[config.mk]
export PLATFORM = sky130hd
export DESIGN_NAME = binary_to_decimal_ascii
export DESIGN_NICKNAME = d
export VERILOG_FILES = /design/src/hw/rtl/b2da_pkg.sv /design/src/hw/rtl/binary_to_decimal_ascii.sv /design/src/hw/rtl/b2da_queue.sv /design/src/hw/rtl/b2da_front.sv /design/src/hw/rtl/b2da_back.sv
export SDC_FILE = /design/constraint.sdc
export NUM_CORES = 1
export LEC_CHECK = 0
export ABC_AREA = 1
export BUFFER_PORTS_ARGS = -buffer_cell sky130_fd_sc_hd__buf_2
export CORE_ASPECT_RATIO = 0.8
export CORE_MARGIN = 2
export CORE_UTILIZATION = 62
export DETAILED_ROUTE_END_ITERATION = 10
export PLACE_DENSITY_LB_ADDON = 0.15
export REMOVE_ABC_BUFFERS = 1
export SETUP_SLACK_MARGIN = 0.2
export SLEW_MARGIN = 0
export SYNTH_ARGS = -nofsm -noshare
export SYNTH_HDL_FRONTEND = slang
export SYNTH_SLANG_ARGS = --single-unit
[constraint.sdc]
create_clock -name clk -period 6.1 [get_ports clk]
set_input_delay 0.305 -clock clk [delete_from_list [all_inputs] [get_ports clk]]
set_output_delay 0.305 -clock clk [all_outputs]
set_load 0.02 [all_outputs]
[src/hw/rtl/b2da_pkg.sv]
// Shared types and constants for the binary to decimal ASCII converter.
// Used by the front, queue, back and top-level modules; depends on nothing.
package b2da_pkg;

	// Default sizing, handed down as top-level parameter defaults.
	localparam int MAX_DIGITS_DEF = 16;
	localparam int VALUE_BITS_DEF = 32;

	// Fixed field widths.
	localparam int MIN_W   = 5;   // min_digits field
	localparam int CHAR_W  = 6;   // digit_char field
	localparam int DIGIT_W = 4;   // one BCD digit
	localparam int WIDE_W  = 6;   // digit counts up to 63 for compares

	// Value bits consumed by the shift-add-3 unit in one cycle.
	localparam int BITS_PER_STEP = 4;

	// ASCII code of the digit zero.
	localparam logic [CHAR_W-1:0] ASCII_ZERO = 6'd48;

	// Front-end sequencer states.
	typedef enum logic [1:0] {
		FS_IDLE,
		FS_CONV,
		FS_DONE
	} front_state_t;

	// Queue status seen by its producer and consumer.
	typedef struct packed {
		logic full;
		logic empty;
	} q_status_t;

endpackage

[src/hw/rtl/binary_to_decimal_ascii.sv]
// Top level of the binary to decimal ASCII converter: front end, queue and
// back end. Depends on b2da_pkg, b2da_front, b2da_queue and b2da_back.
//
//   Channel  Direction  Contents
//   s_axis   in         tdata: number, min_digits (lowest bit up), zero filled
//   m_axis   out        tdata: digit_char, zero filled; tlast: last
//
// The front end accepts a value, converts it in the shift-add-3 unit and
// queues the result; it takes no new value until the last one is queued.
// The back end fetches an entry and then sends one digit per cycle while
// m_axis is not stalled, fetching the next entry once the last is emitted.
// Reset clears all control state. A stall on m_axis backs up into the queue;
// the front end keeps converting until the two-entry queue is full.
module binary_to_decimal_ascii #(
	parameter int MAX_DIGITS = b2da_pkg::MAX_DIGITS_DEF,
	parameter int VALUE_BITS = b2da_pkg::VALUE_BITS_DEF,
	parameter int S_DATA_W   = ((VALUE_BITS + b2da_pkg::MIN_W + 7) / 8) * 8
) (
	input  logic                clk,
	input  logic                arst_n,
	input  logic                s_axis_tvalid,
	output logic                s_axis_tready,
	input  logic [S_DATA_W-1:0] s_axis_tdata,   // number, min_digits
	output logic                m_axis_tvalid,
	input  logic                m_axis_tready,
	output logic [7:0]          m_axis_tdata,   // digit_char
	output logic                m_axis_tlast
);
	import b2da_pkg::*;

	localparam int CNT_W   = $clog2(MAX_DIGITS + 1);
	localparam int ENTRY_W = MAX_DIGITS * DIGIT_W + CNT_W;

	q_status_t          q_status;
	logic               push;
	logic               pop;
	logic [ENTRY_W-1:0] push_data;
	logic [ENTRY_W-1:0] pop_data;
	logic [CHAR_W-1:0]  out_char;

	b2da_front #(
		.MAX_DIGITS (MAX_DIGITS),
		.VALUE_BITS (VALUE_BITS),
		.CNT_W      (CNT_W)
	) u_front (
		.clk           (clk),
		.arst_n        (arst_n),
		.in_valid      (s_axis_tvalid),
		.in_ready      (s_axis_tready),
		.in_number     (s_axis_tdata[VALUE_BITS-1:0]),
		.in_min_digits (s_axis_tdata[VALUE_BITS +: MIN_W]),
		.q_status      (q_status),
		.push          (push),
		.push_data     (push_data)
	);

	b2da_queue #(
		.ENTRY_W (ENTRY_W)
	) u_queue (
		.clk       (clk),
		.arst_n    (arst_n),
		.push      (push),
		.push_data (push_data),
		.pop       (pop),
		.pop_data  (pop_data),
		.status    (q_status)
	);

	b2da_back #(
		.MAX_DIGITS (MAX_DIGITS),
		.CNT_W      (CNT_W)
	) u_back (
		.clk       (clk),
		.arst_n    (arst_n),
		.q_status  (q_status),
		.pop_data  (pop_data),
		.pop       (pop),
		.out_valid (m_axis_tvalid),
		.out_ready (m_axis_tready),
		.out_char  (out_char),
		.out_last  (m_axis_tlast)
	);

	// Digit code in the low bits, upper bits zero.
	assign m_axis_tdata = {{(8 - CHAR_W){1'b0}}, out_char};

endmodule

[src/hw/rtl/b2da_queue.sv]
// Two-entry queue of converted values between the front and back ends.
// Depends on b2da_pkg for the status struct.
module b2da_queue #(
	parameter int ENTRY_W = 68
) (
	input  logic               clk,
	input  logic               arst_n,
	input  logic               push,
	input  logic [ENTRY_W-1:0] push_data,
	input  logic               pop,
	output logic [ENTRY_W-1:0] pop_data,
	output b2da_pkg::q_status_t status
);
	import b2da_pkg::*;

	logic [ENTRY_W-1:0] entry_q [2];
	logic               wr_ptr_q;
	logic               rd_ptr_q;
	logic [1:0]         fill_q;

	// Status flags from the fill level.
	assign status.full  = (fill_q == 2'd2);
	assign status.empty = (fill_q == 2'd0);
	assign pop_data     = entry_q[rd_ptr_q];

	// Pointer and fill bookkeeping.
	always_ff @(posedge clk or negedge arst_n) begin
		if (!arst_n) begin
			wr_ptr_q <= 1'b0;
			rd_ptr_q <= 1'b0;
			fill_q   <= 2'd0;
		end else begin
			if (push) begin
				wr_ptr_q <= ~wr_ptr_q;
			end
			if (pop) begin
				rd_ptr_q <= ~rd_ptr_q;
			end
			if (push && !pop) begin
				fill_q <= fill_q + 2'd1;
			end else if (pop && !push) begin
				fill_q <= fill_q - 2'd1;
			end
		end
	end

	// Entry storage.
	always_ff @(posedge clk) begin
		if (push) begin
			entry_q[wr_ptr_q] <= push_data;
		end
	end

endmodule

[src/hw/rtl/b2da_front.sv]
// Front end: accepts a value, converts it to BCD with a shift-add-3 unit
// four bits per cycle, works out the digit count and queues the result.
// Depends on b2da_pkg.
module b2da_front #(
	parameter int MAX_DIGITS = b2da_pkg::MAX_DIGITS_DEF,
	parameter int VALUE_BITS = b2da_pkg::VALUE_BITS_DEF,
	parameter int CNT_W      = $clog2(MAX_DIGITS + 1)
) (
	input  logic                              clk,
	input  logic                              arst_n,
	input  logic                              in_valid,
	output logic                              in_ready,
	input  logic [VALUE_BITS-1:0]             in_number,
	input  logic [b2da_pkg::MIN_W-1:0]        in_min_digits,
	input  b2da_pkg::q_status_t               q_status,
	output logic                              push,
	output logic [MAX_DIGITS*b2da_pkg::DIGIT_W+CNT_W-1:0] push_data
);
	import b2da_pkg::*;

	localparam int NSTEP  = (VALUE_BITS + BITS_PER_STEP - 1) / BITS_PER_STEP;
	localparam int PAD_W  = NSTEP * BITS_PER_STEP;
	localparam int BCD_W  = MAX_DIGITS * DIGIT_W;
	localparam int STEP_W = $clog2(NSTEP + 1);

	front_state_t         state_q, state_d;
	logic [PAD_W-1:0]     val_q;
	logic [BCD_W-1:0]     bcd_q;
	logic                 ovf_q;
	logic [MIN_W-1:0]     min_q;
	logic [STEP_W-1:0]    step_q;

	logic [PAD_W-1:0]     val_n;
	logic [BCD_W-1:0]     bcd_n;
	logic                 ovf_n;
	logic [WIDE_W-1:0]    natural;
	logic [WIDE_W-1:0]    want;
	logic [WIDE_W-1:0]    count;

	// Four shift-add-3 steps; a carry out of the top digit marks overflow.
	always_comb begin
		val_n = val_q;
		bcd_n = bcd_q;
		ovf_n = ovf_q;
		for (int b = 0; b < BITS_PER_STEP; b++) begin
			for (int d = 0; d < MAX_DIGITS; d++) begin
				if (bcd_n[d*DIGIT_W +: DIGIT_W] >= 4'd5) begin
					bcd_n[d*DIGIT_W +: DIGIT_W] = bcd_n[d*DIGIT_W +: DIGIT_W] + 4'd3;
				end
			end
			ovf_n = ovf_n | bcd_n[BCD_W-1];
			bcd_n = {bcd_n[BCD_W-2:0], val_n[PAD_W-1]};
			val_n = {val_n[PAD_W-2:0], 1'b0};
		end
	end

	// Natural length from the highest nonzero digit, and the final count.
	always_comb begin
		natural = WIDE_W'(1);
		for (int d = 0; d < MAX_DIGITS; d++) begin
			if (bcd_q[d*DIGIT_W +: DIGIT_W] != 4'd0) begin
				natural = WIDE_W'(d + 1);
			end
		end
		if (ovf_q) begin
			natural = WIDE_W'(MAX_DIGITS);
		end
		if (WIDE_W'(min_q) > WIDE_W'(MAX_DIGITS)) begin
			want = WIDE_W'(MAX_DIGITS);
		end else begin
			want = WIDE_W'(min_q);
		end
		count = (want > natural) ? want : natural;
	end

	assign push_data = {count[CNT_W-1:0], bcd_q};

	// Sequencer next state and handshake outputs.
	always_comb begin
		state_d  = state_q;
		in_ready = 1'b0;
		push     = 1'b0;
		unique case (state_q)
			FS_IDLE: begin
				in_ready = 1'b1;
				if (in_valid) begin
					state_d = FS_CONV;
				end
			end
			FS_CONV: begin
				if (step_q == STEP_W'(NSTEP - 1)) begin
					state_d = FS_DONE;
				end
			end
			FS_DONE: begin
				if (!q_status.full) begin
					push    = 1'b1;
					state_d = FS_IDLE;
				end
			end
			default: begin
				state_d = FS_IDLE;
			end
		endcase
	end

	always_ff @(posedge clk or negedge arst_n) begin
		if (!arst_n) begin
			state_q <= FS_IDLE;
		end else begin
			state_q <= state_d;
		end
	end

	// Conversion registers: load on a transfer, step while converting.
	always_ff @(posedge clk or negedge arst_n) begin
		if (!arst_n) begin
			val_q  <= '0;
			bcd_q  <= '0;
			ovf_q  <= 1'b0;
			min_q  <= '0;
			step_q <= '0;
		end else if (state_q == FS_IDLE && in_valid) begin
			val_q  <= PAD_W'(in_number);
			bcd_q  <= '0;
			ovf_q  <= 1'b0;
			min_q  <= in_min_digits;
			step_q <= '0;
		end else if (state_q == FS_CONV) begin
			val_q  <= val_n;
			bcd_q  <= bcd_n;
			ovf_q  <= ovf_n;
			step_q <= step_q + STEP_W'(1);
		end
	end

endmodule

[src/hw/rtl/b2da_back.sv]
// Back end: takes converted values from the queue and sends their digits
// as ASCII codes, most significant first, through an output register.
// Depends on b2da_pkg.
module b2da_back #(
	parameter int MAX_DIGITS = b2da_pkg::MAX_DIGITS_DEF,
	parameter int CNT_W      = $clog2(MAX_DIGITS + 1)
) (
	input  logic                              clk,
	input  logic                              arst_n,
	input  b2da_pkg::q_status_t               q_status,
	input  logic [MAX_DIGITS*b2da_pkg::DIGIT_W+CNT_W-1:0] pop_data,
	output logic                              pop,
	output logic                              out_valid,
	input  logic                              out_ready,
	output logic [b2da_pkg::CHAR_W-1:0]       out_char,
	output logic                              out_last
);
	import b2da_pkg::*;

	localparam int BCD_W = MAX_DIGITS * DIGIT_W;
	localparam int IDX_W = $clog2(MAX_DIGITS);

	logic                busy_q;
	logic [BCD_W-1:0]    digits_q;
	logic [IDX_W-1:0]    idx_q;
	logic                out_valid_q;
	logic [CHAR_W-1:0]   char_q;
	logic                last_q;

	logic                slot_free;
	logic                emit;
	logic [CNT_W-1:0]    pop_count;
	logic [DIGIT_W-1:0]  digit;

	assign slot_free = !out_valid_q || out_ready;
	assign emit      = busy_q && slot_free;
	assign pop       = !busy_q && !q_status.empty;
	assign pop_count = pop_data[BCD_W +: CNT_W];
	assign digit     = digits_q[idx_q*DIGIT_W +: DIGIT_W];

	assign out_valid = out_valid_q;
	assign out_char  = char_q;
	assign out_last  = last_q;

	// Digit walk over the current value, highest place first.
	always_ff @(posedge clk or negedge arst_n) begin
		if (!arst_n) begin
			busy_q   <= 1'b0;
			digits_q <= '0;
			idx_q    <= '0;
		end else if (pop) begin
			busy_q   <= 1'b1;
			digits_q <= pop_data[BCD_W-1:0];
			idx_q    <= IDX_W'(pop_count - CNT_W'(1));
		end else if (emit) begin
			if (idx_q == '0) begin
				busy_q <= 1'b0;
			end else begin
				idx_q <= idx_q - IDX_W'(1);
			end
		end
	end

	// Output register; a digit is loaded when the slot is free.
	always_ff @(posedge clk or negedge arst_n) begin
		if (!arst_n) begin
			out_valid_q <= 1'b0;
			char_q      <= '0;
			last_q      <= 1'b0;
		end else if (emit) begin
			out_valid_q <= 1'b1;
			char_q      <= ASCII_ZERO + CHAR_W'(digit);
			last_q      <= (idx_q == '0);
		end else if (out_ready) begin
			out_valid_q <= 1'b0;
		end
	end

endmodule

* After elaboration in Yosys (flattened, before gate mapping)
Memory sizes are Yosys's and may differ from the RTL's.
Index checks and enable logic that the tools add are counted.
** Cells by class
- $add $sub $neg :: 70
- Multipliers :: 0
- Divide/modulo/power cells :: 0
- $lt $le $gt $ge :: 66
- Eq/ne operators :: 8
- Shift-type cells :: 1
- Multiplexer cells :: 109
- Bitwise logic cells :: 6
- Reductions and logical operators :: 37
** Operators with widths (count)
- 4-bit two-way mux :: 77
- 4-bit by 2-bit adder with 4-bit output, second input constant :: 64
- 4-bit by 3-bit >= comparator with 1-bit output, second input constant :: 64
- 64-bit two-way mux :: 2
- 32-bit two-way mux :: 2
- 64-bit by 7-bit indexed part select with 4-bit output :: 1
- 4-bit nonzero test :: 15
- 5-bit two-way mux :: 4
- 2-bit two-way mux :: 7
- 1-bit two-way mux :: 12
- 3-bit two-way mux :: 4
- 2-bit nonzero test :: 5
- 4-bit by 1-bit subtractor with 4-bit output, second input constant :: 2
- 5-bit by 5-bit adder with 6-bit output, first input constant :: 1
- 2-bit inequality test, second input constant :: 3
- 2-bit one-hot mux with 3 select lines :: 1
- 5-bit greater-than comparator :: 1
- 5-bit greater-than comparator, second input constant :: 1
- 1-bit logical AND :: 5
- 1-bit logical NOT :: 5
- 4-bit by 1-bit adder with 4-bit output, second input constant :: 1
- 2-bit == test, second input constant :: 2
- 4-bit by 3-bit == test with 1-bit output, second input constant :: 1
- 2-bit logical NOT :: 2
- 10 further kinds :: 15
** Word-level totals
- Bits in registers :: 189
- Bits in latches :: 0
- RAM bits :: 138
- Memory bits (read-only) :: 0
- Input bits :: 44
- Output and inout port bits :: 11
- Word-level logic and storage cells :: 313
- Memories :: 1
** Memories
- u_queue.entry_q :: depth 2, bits a word 69, rd ports 1, clocked after memory_dff 0, write ports 1, RTL line b2da_queue.sv:16 : logic [ENTRY_W-1:0] entry_q [2];

* Depth between registers and ports, before layout
- Depth after elaboration :: 19
- Gate-level depth with buffers :: 33
- Depth with buffers taken out :: 33

* Hierarchy
Synthesis repeated with hierarchy kept, for this count alone.
** Second synthesis, totals
- Cells, all modules :: 2725
- Area, all modules :: 21793.4 µm²
** By module, submodules not included
- b2da_front :: times used 1, cells an instance 1993, area each 12560.8 µm²
- b2da_queue :: times used 1, cells an instance 240, area each 5537.8 µm²
- b2da_back :: times used 1, cells an instance 489, area each 3676.0 µm²
- binary_to_decimal_ascii :: times used 1, cells an instance 3, area each 18.8 µm²

* Least setup slack after synthesis
No wires, ideal clock.
- Path type :: register -> register
- Start point :: register u_queue.fill_q[0]
- End point :: memory u_queue.entry_q[1][0] in the netlist's numbering (enable)
- Library setup time :: 496 ps
- Data arrival time :: 3731 ps
- Data required time :: 5604 ps
- Slack :: 1874 ps
- Stages on the path, launching flop included :: 5
- Cell sequence :: dfrtp_1 -> inv_1 -> a211oi_1 -> inv_1 -> nor2_1
** Between the ends
- Longest elaborated chain between the ends :: 5
** Ends and longest elaborated chain
- from (decl) :: RTL line b2da_queue.sv:19 : logic [1:0] fill_q;
- from (signal assigned) :: RTL line b2da_queue.sv:40 : fill_q <= fill_q + 2'd1;
- from (signal assigned) :: RTL line b2da_queue.sv:42 : fill_q <= fill_q - 2'd1;
- 2-bit == test :: RTL line b2da_queue.sv:22 : assign status.full = (fill_q == 2'd2);
- 1-bit two-way mux :: RTL line b2da_front.sv:96 : if (!q_status.full) begin
- 1-bit two-way mux :: RTL line b2da_front.sv:83 : unique case (state_q)
- named net push :: RTL line binary_to_decimal_ascii.sv:35 : logic push;
- 1-bit two-way mux :: RTL line b2da_queue.sv:49 : if (push) begin
- 1-bit two-way mux (not written as such) :: RTL line b2da_queue.sv:50 : entry_q[wr_ptr_q] <= push_data;
- to (decl) :: RTL line b2da_queue.sv:16
The timed path passes the listed nets, and every way through them passes these cells.

* Worst setup path after layout
- Start point :: register u_front.bcd_q[1]
- End point :: register u_front.bcd_q[8]
** Between the ends
- Longest elaborated chain between the ends :: 10
- Elaborated cells on any way between the ends :: 20
- Those cells by class :: add/sub: 6; order compare: 6; mux: 8
** Ends and longest elaborated chain
- from (decl) :: RTL line b2da_front.sv:28 : logic [BCD_W-1:0] bcd_q;
- from (signal assigned) :: RTL line b2da_front.sv:131 : bcd_q <= bcd_n;
- 4-bit by 2-bit adder with 4-bit output or 4-bit by 3-bit >= comparator with 1-bit output (tied branches) :: RTL line b2da_front.sv:48, b2da_front.sv:47
- 4-bit two-way mux (*) :: RTL line b2da_front.sv:47 : if (bcd_n[d*DIGIT_W +: DIGIT_W] >= 4'd5) begin
- 4-bit by 2-bit adder with 4-bit output or 4-bit by 3-bit >= comparator with 1-bit output (tied branches) :: RTL line b2da_front.sv:48, b2da_front.sv:47
- 4-bit two-way mux :: RTL line b2da_front.sv:47
- 4-bit by 2-bit adder with 4-bit output or 4-bit by 3-bit >= comparator with 1-bit output (tied branches) :: RTL line b2da_front.sv:48, b2da_front.sv:47
- 4-bit two-way mux :: RTL line b2da_front.sv:47
- 4-bit by 2-bit adder with 4-bit output or 4-bit by 3-bit >= comparator with 1-bit output (tied branches) :: RTL line b2da_front.sv:48, b2da_front.sv:47
- 4-bit two-way mux (*) :: RTL line b2da_front.sv:47
- 64-bit two-way mux (*) :: RTL line b2da_front.sv:129 : end else if (state_q == FS_CONV) begin
- 64-bit two-way mux (*) :: RTL line b2da_front.sv:123 : end else if (state_q == FS_IDLE && in_valid) begin
Every way passes the cells marked *; elsewhere a longest branch is shown, timed or not. The select of a mux whose other input is x is not followed.
A chain may end at the register's enable or synchronous reset.

==> impl_metrics.sql <==
INSERT INTO impl_metrics (metric_group, metric, value, unit) VALUES
('outcome', 'status', 'finished clean', ''),
('finish', 'antenna_cells', '0', ''),
('worst_hold_path', 'hold_class', 'in -> reg', ''),
('clocking', 'worstSkewPairLatency', '570', 'ps'),
('setup_path', 'timing.reg2reg.worst_path_depth', '31', ''),
('yosys', 'synthCells', '2627', ''),
('placement', 'hpwl', '31760', 'um'),
('yosys', 'yosys.area_share.adder', '8.474', '%'),
('timing', 'slew-limit-headroom', '30.85', '%'),
('timing', 'final.hold.worst_slack', '3.495', 'ps'),
('route', 'vias_per_cell', '5.543', ''),
('clocking', 'clock_sinks', '324', ''),
('floorplan', 'dieHeight', '166.2', 'um'),
('setup_path', 'critical_path_peak_fanout', '6', ''),
('timing', 'setup_ws', '1810', 'ps'),
('route', 'drtAntennaViolNets', '0', ''),
('setup_path', 'path_class', 'reg -> reg', ''),
('finish', 'fin_nets', '2873', ''),
('route', 'remaining_drc_errors', '0', ''),
('route', 'first_pass_iters', '6', ''),
('setup_path', 'worst-path-buf-inv', '8', ''),
('setup_path', 'worst_path_max_delay_cell', 'dfrtp_1', ''),
('clocking', 'cts_root_buf', 'clkbuf_16', ''),
('floorplan', 'ios', '55', ''),
('placement', 'placement.cell_area', '21010', 'um2'),
('setup_path', 'reg2reg_setup_slack', '1810', 'ps'),
('setup_path', 'critPathArrivalTime', '4740', 'ps'),
('setup_path', 'setup.worst_path.end_class', 'register', ''),
('setup_path', 'worstReg2RegEnd', 'u_front.bcd_q[8]', ''),
('yosys', 'synth_simple_gate_area_share', '28.90', '%'),
('grt', 'largest_net_degree_at_the_start_of_global_routing', '121', ''),
('route', 'dr_total_vias', '17420', ''),
('grt', 'grt_antenna_before_repair', '1', ''),
('clocking', 'htree_num_levels', '1', ''),
('clocking', 'path_clk_slew', '60', 'ps'),
('worst_hold_path', 'hold_end', 'u_front.min_q[4]', ''),
('placement', 'port_buffers', '49', ''),
('worst_hold_path', 'holdPathStages', '3', ''),
('setup_path', 'slowest_delay', '440', 'ps'),
('setup_path', 'crit_path_start', 'u_front.bcd_q[1]', ''),
('floorplan', 'design.die.area', '34340', 'um2'),
('route', 'drt_wl_total', '46770', 'um'),
('clocking', 'ctsLongestPathBuffers', '3', ''),
('floorplan', 'core.rowCount', '59', ''),
('finish', 'cell_area_after_layout', '22480', 'um2'),
('timing', 'fin_worst_skew', '11.90', 'ps'),
('clocking', 'cts_resized', '0', ''),
('timing', 'timing_max_transition_violations_final', '0', ''),
('yosys', 'synth_top_family_by_area', 'simple AND/OR/NAND/NOR gates', ''),
('yosys', 'synth_edf_count', '136', ''),
('worst_hold_path', 'min_from', 's_axis_tdata[36]', ''),
('grt', 'grt.overflow.total', '0', ''),
('timing', 'final_number_of_setup_violating_endpoints', '0', ''),
('floorplan', 'die_x_extent', '206.7', 'um'),
('grt', 'globalRouteTotalUtil', '27.63', '%'),
('timing', 'timing_worst_slew_pin_value', '1037', 'ps'),
('setup_path', 'worstSetupStartpointType', 'register', ''),
('floorplan', 'initial_standard_cell_utilization_of_the_core', '62.88', '%'),
('floorplan', 'coreArea', '32410', 'um2'),
('yosys', 'number_of_warnings_reported_in_the_yosys_synthesis_log', '0', ''),
('finish', 'number_of_filler_cells_placed_in_the_layout', '2551', ''),
('grt', 'grt_use_met3', '3.061', '%'),
('yosys', 'synth_compound_area_share', '11.10', '%'),
('setup_path', 'required_time_of_the_critical_path', '6550', 'ps'),
('clocking', 'tritoncts_clock_tree', 'yes', ''),
('finish', 'layoutNonFillerInstCount', '3143', ''),
('yosys', 'synth_async_sr_flop_share', '58.02', '%'),
('yosys', 'yosysSeqAreaShare', '43.13', '%'),
('timing', 'finalCritPeriodShare', '70.33', '%'),
('timing', 'achievable-frequency', '233.1', 'MHz'),
('yosys', 'synth_flop_cell', 'dfrtp_1', '');
[cell type report]
| type | instances | area share [%] |
|---|---|---|
| multi-input cells | 1897 | 44.76 |
| flip-flops and latches | 324 | 39.11 |
| inverters | 339 | 5.662 |
| clock buffers | 40 | 3.735 |
| repair buffers | 98 | 3.168 |
| well taps | 427 | 2.377 |
| clock inverters | 18 | 1.186 |
[cells in the mapped netlist, types with 6 or more instances]
| master | n | area share, % |
|---|---|---|
| buf_2 | 12 | 0.29 |
| o21ai_1 | 35 | 0.86 |
| inv_1 | 298 | 5.5 |
| nand3b_1 | 10 | 0.37 |
| nand2_2 | 38 | 1.2 |
| dfrtp_1 | 188 | 23 |
| o21ai_2 | 28 | 1.2 |
| a21oi_1 | 42 | 1.0 |
| ha_1 | 138 | 8.5 |
| or2_2 | 16 | 0.49 |
| a31oi_1 | 67 | 2.1 |
| nor2_2 | 13 | 0.40 |
| clkbuf_1 | 50 | 0.92 |
| o21ai_0 | 103 | 2.5 |
| edfxtp_1 | 136 | 20 |
| nor2_1 | 249 | 4.6 |
| nand3_1 | 223 | 5.5 |
| nand4_1 | 6 | 0.18 |
| nor3_1 | 6 | 0.15 |
| nand2_1 | 786 | 14 |
| inv_2 | 40 | 0.74 |
| o22ai_1 | 26 | 0.80 |
| nand3_2 | 15 | 0.74 |
| and2_1 | 11 | 0.34 |
| o211ai_1 | 8 | 0.29 |
| o221ai_1 | 34 | 1.5 |
[cells in the final DEF, fill, tap and decap left out, types with 7 or more instances in the layout]
| cell | netlist | layout |
|---|---|---|
| dlygate4sd3_1 | 0 | 36 |
| inv_2 | 40 | 41 |
| o21ai_2 | 28 | 28 |
| a21oi_1 | 42 | 41 |
| nand3_2 | 15 | 15 |
| dfrtp_1 | 188 | 187 |
| a31oi_1 | 67 | 67 |
| o21ai_1 | 35 | 35 |
| bufinv_16 | 0 | 7 |
| nor2_2 | 13 | 13 |
| o21ai_0 | 103 | 103 |
| inv_1 | 298 | 297 |
| nand2_2 | 38 | 38 |
| edfxtp_1 | 136 | 136 |
| and2_1 | 11 | 11 |
| o22ai_1 | 26 | 26 |
| clkbuf_16 | 0 | 31 |
| buf_4 | 4 | 13 |
| o211ai_1 | 8 | 8 |
| or2_2 | 16 | 16 |
| nand3_1 | 223 | 223 |
| nand2_1 | 786 | 786 |
| ha_1 | 138 | 138 |
| nand3b_1 | 10 | 10 |
| nor2_1 | 249 | 246 |
| buf_2 | 12 | 48 |
| o221ai_1 | 34 | 34 |
[metal layers]
metal,vias to the layer above,wire length [um]
li1,8737,-
met1,8138,21220
met2,479,22210
met3,66,2561
met4,2,770
met5,-,13
[logic make-up (layout without fill, tap and decap cells)]
kind of cell	after synthesis	count (layout)
adder cells (fa/ha/maj)	138	138
XOR/XNOR	10	10
other	1	2
AO/OA/AOI/OAI	360	360
multiplexers	3	3
buffers and inverters	407	495
AND/OR/NAND/NOR	1384	1384
flip-flops	324	324
[worst max path at each step]
stage / depth (start not counted) / end
2_1_floorplan: 6 / u_back.idx_q[2]
3_3_place_gp: 31 / u_front.bcd_q[8]
3_5_place_dp: 31 / u_front.bcd_q[8]
4_1_cts: 31 / u_front.bcd_q[8]
5_1_grt: 31 / u_front.bcd_q[8]
6_report: 31 / u_front.bcd_q[8]
[sequential cells by signal, summed over array words and instances (netlist names)]
name              count
u_front.bcd_q        64
u_back.out_char       5
u_back.out_last       1
u_queue.entry_q     136
u_front.step_q        4
u_back.out_valid      1
u_back.idx_q          4
u_front.state_q       2
u_back.digits_q      64
u_front.min_q         5
u_queue.fill_q        2
u_front.val_q        32
u_front.ovf_q         1
u_back.busy_q         1
u_queue.wr_ptr_q      1
u_queue.rd_ptr_q      1
[per-stage QoR]
| stage | util [%] | TNS (ps) |
|---|---|---|
| floorplan | - | -2938 |
| global placement | 64.83 | 0 |
| detailed placement | 64.83 | 0 |
| CTS | 69.35 | 0 |
| global route | 69.35 | 0 |
| finish | 69.35 | 0 |
[worst min-delay path, stage by stage]
cell	delay, ps
buf_2	110
nand2_1	60
nand2_1	60
Power is not shown: default switching activity piles up to over one toggle a cycle in this logic, so the estimate is an artifact.
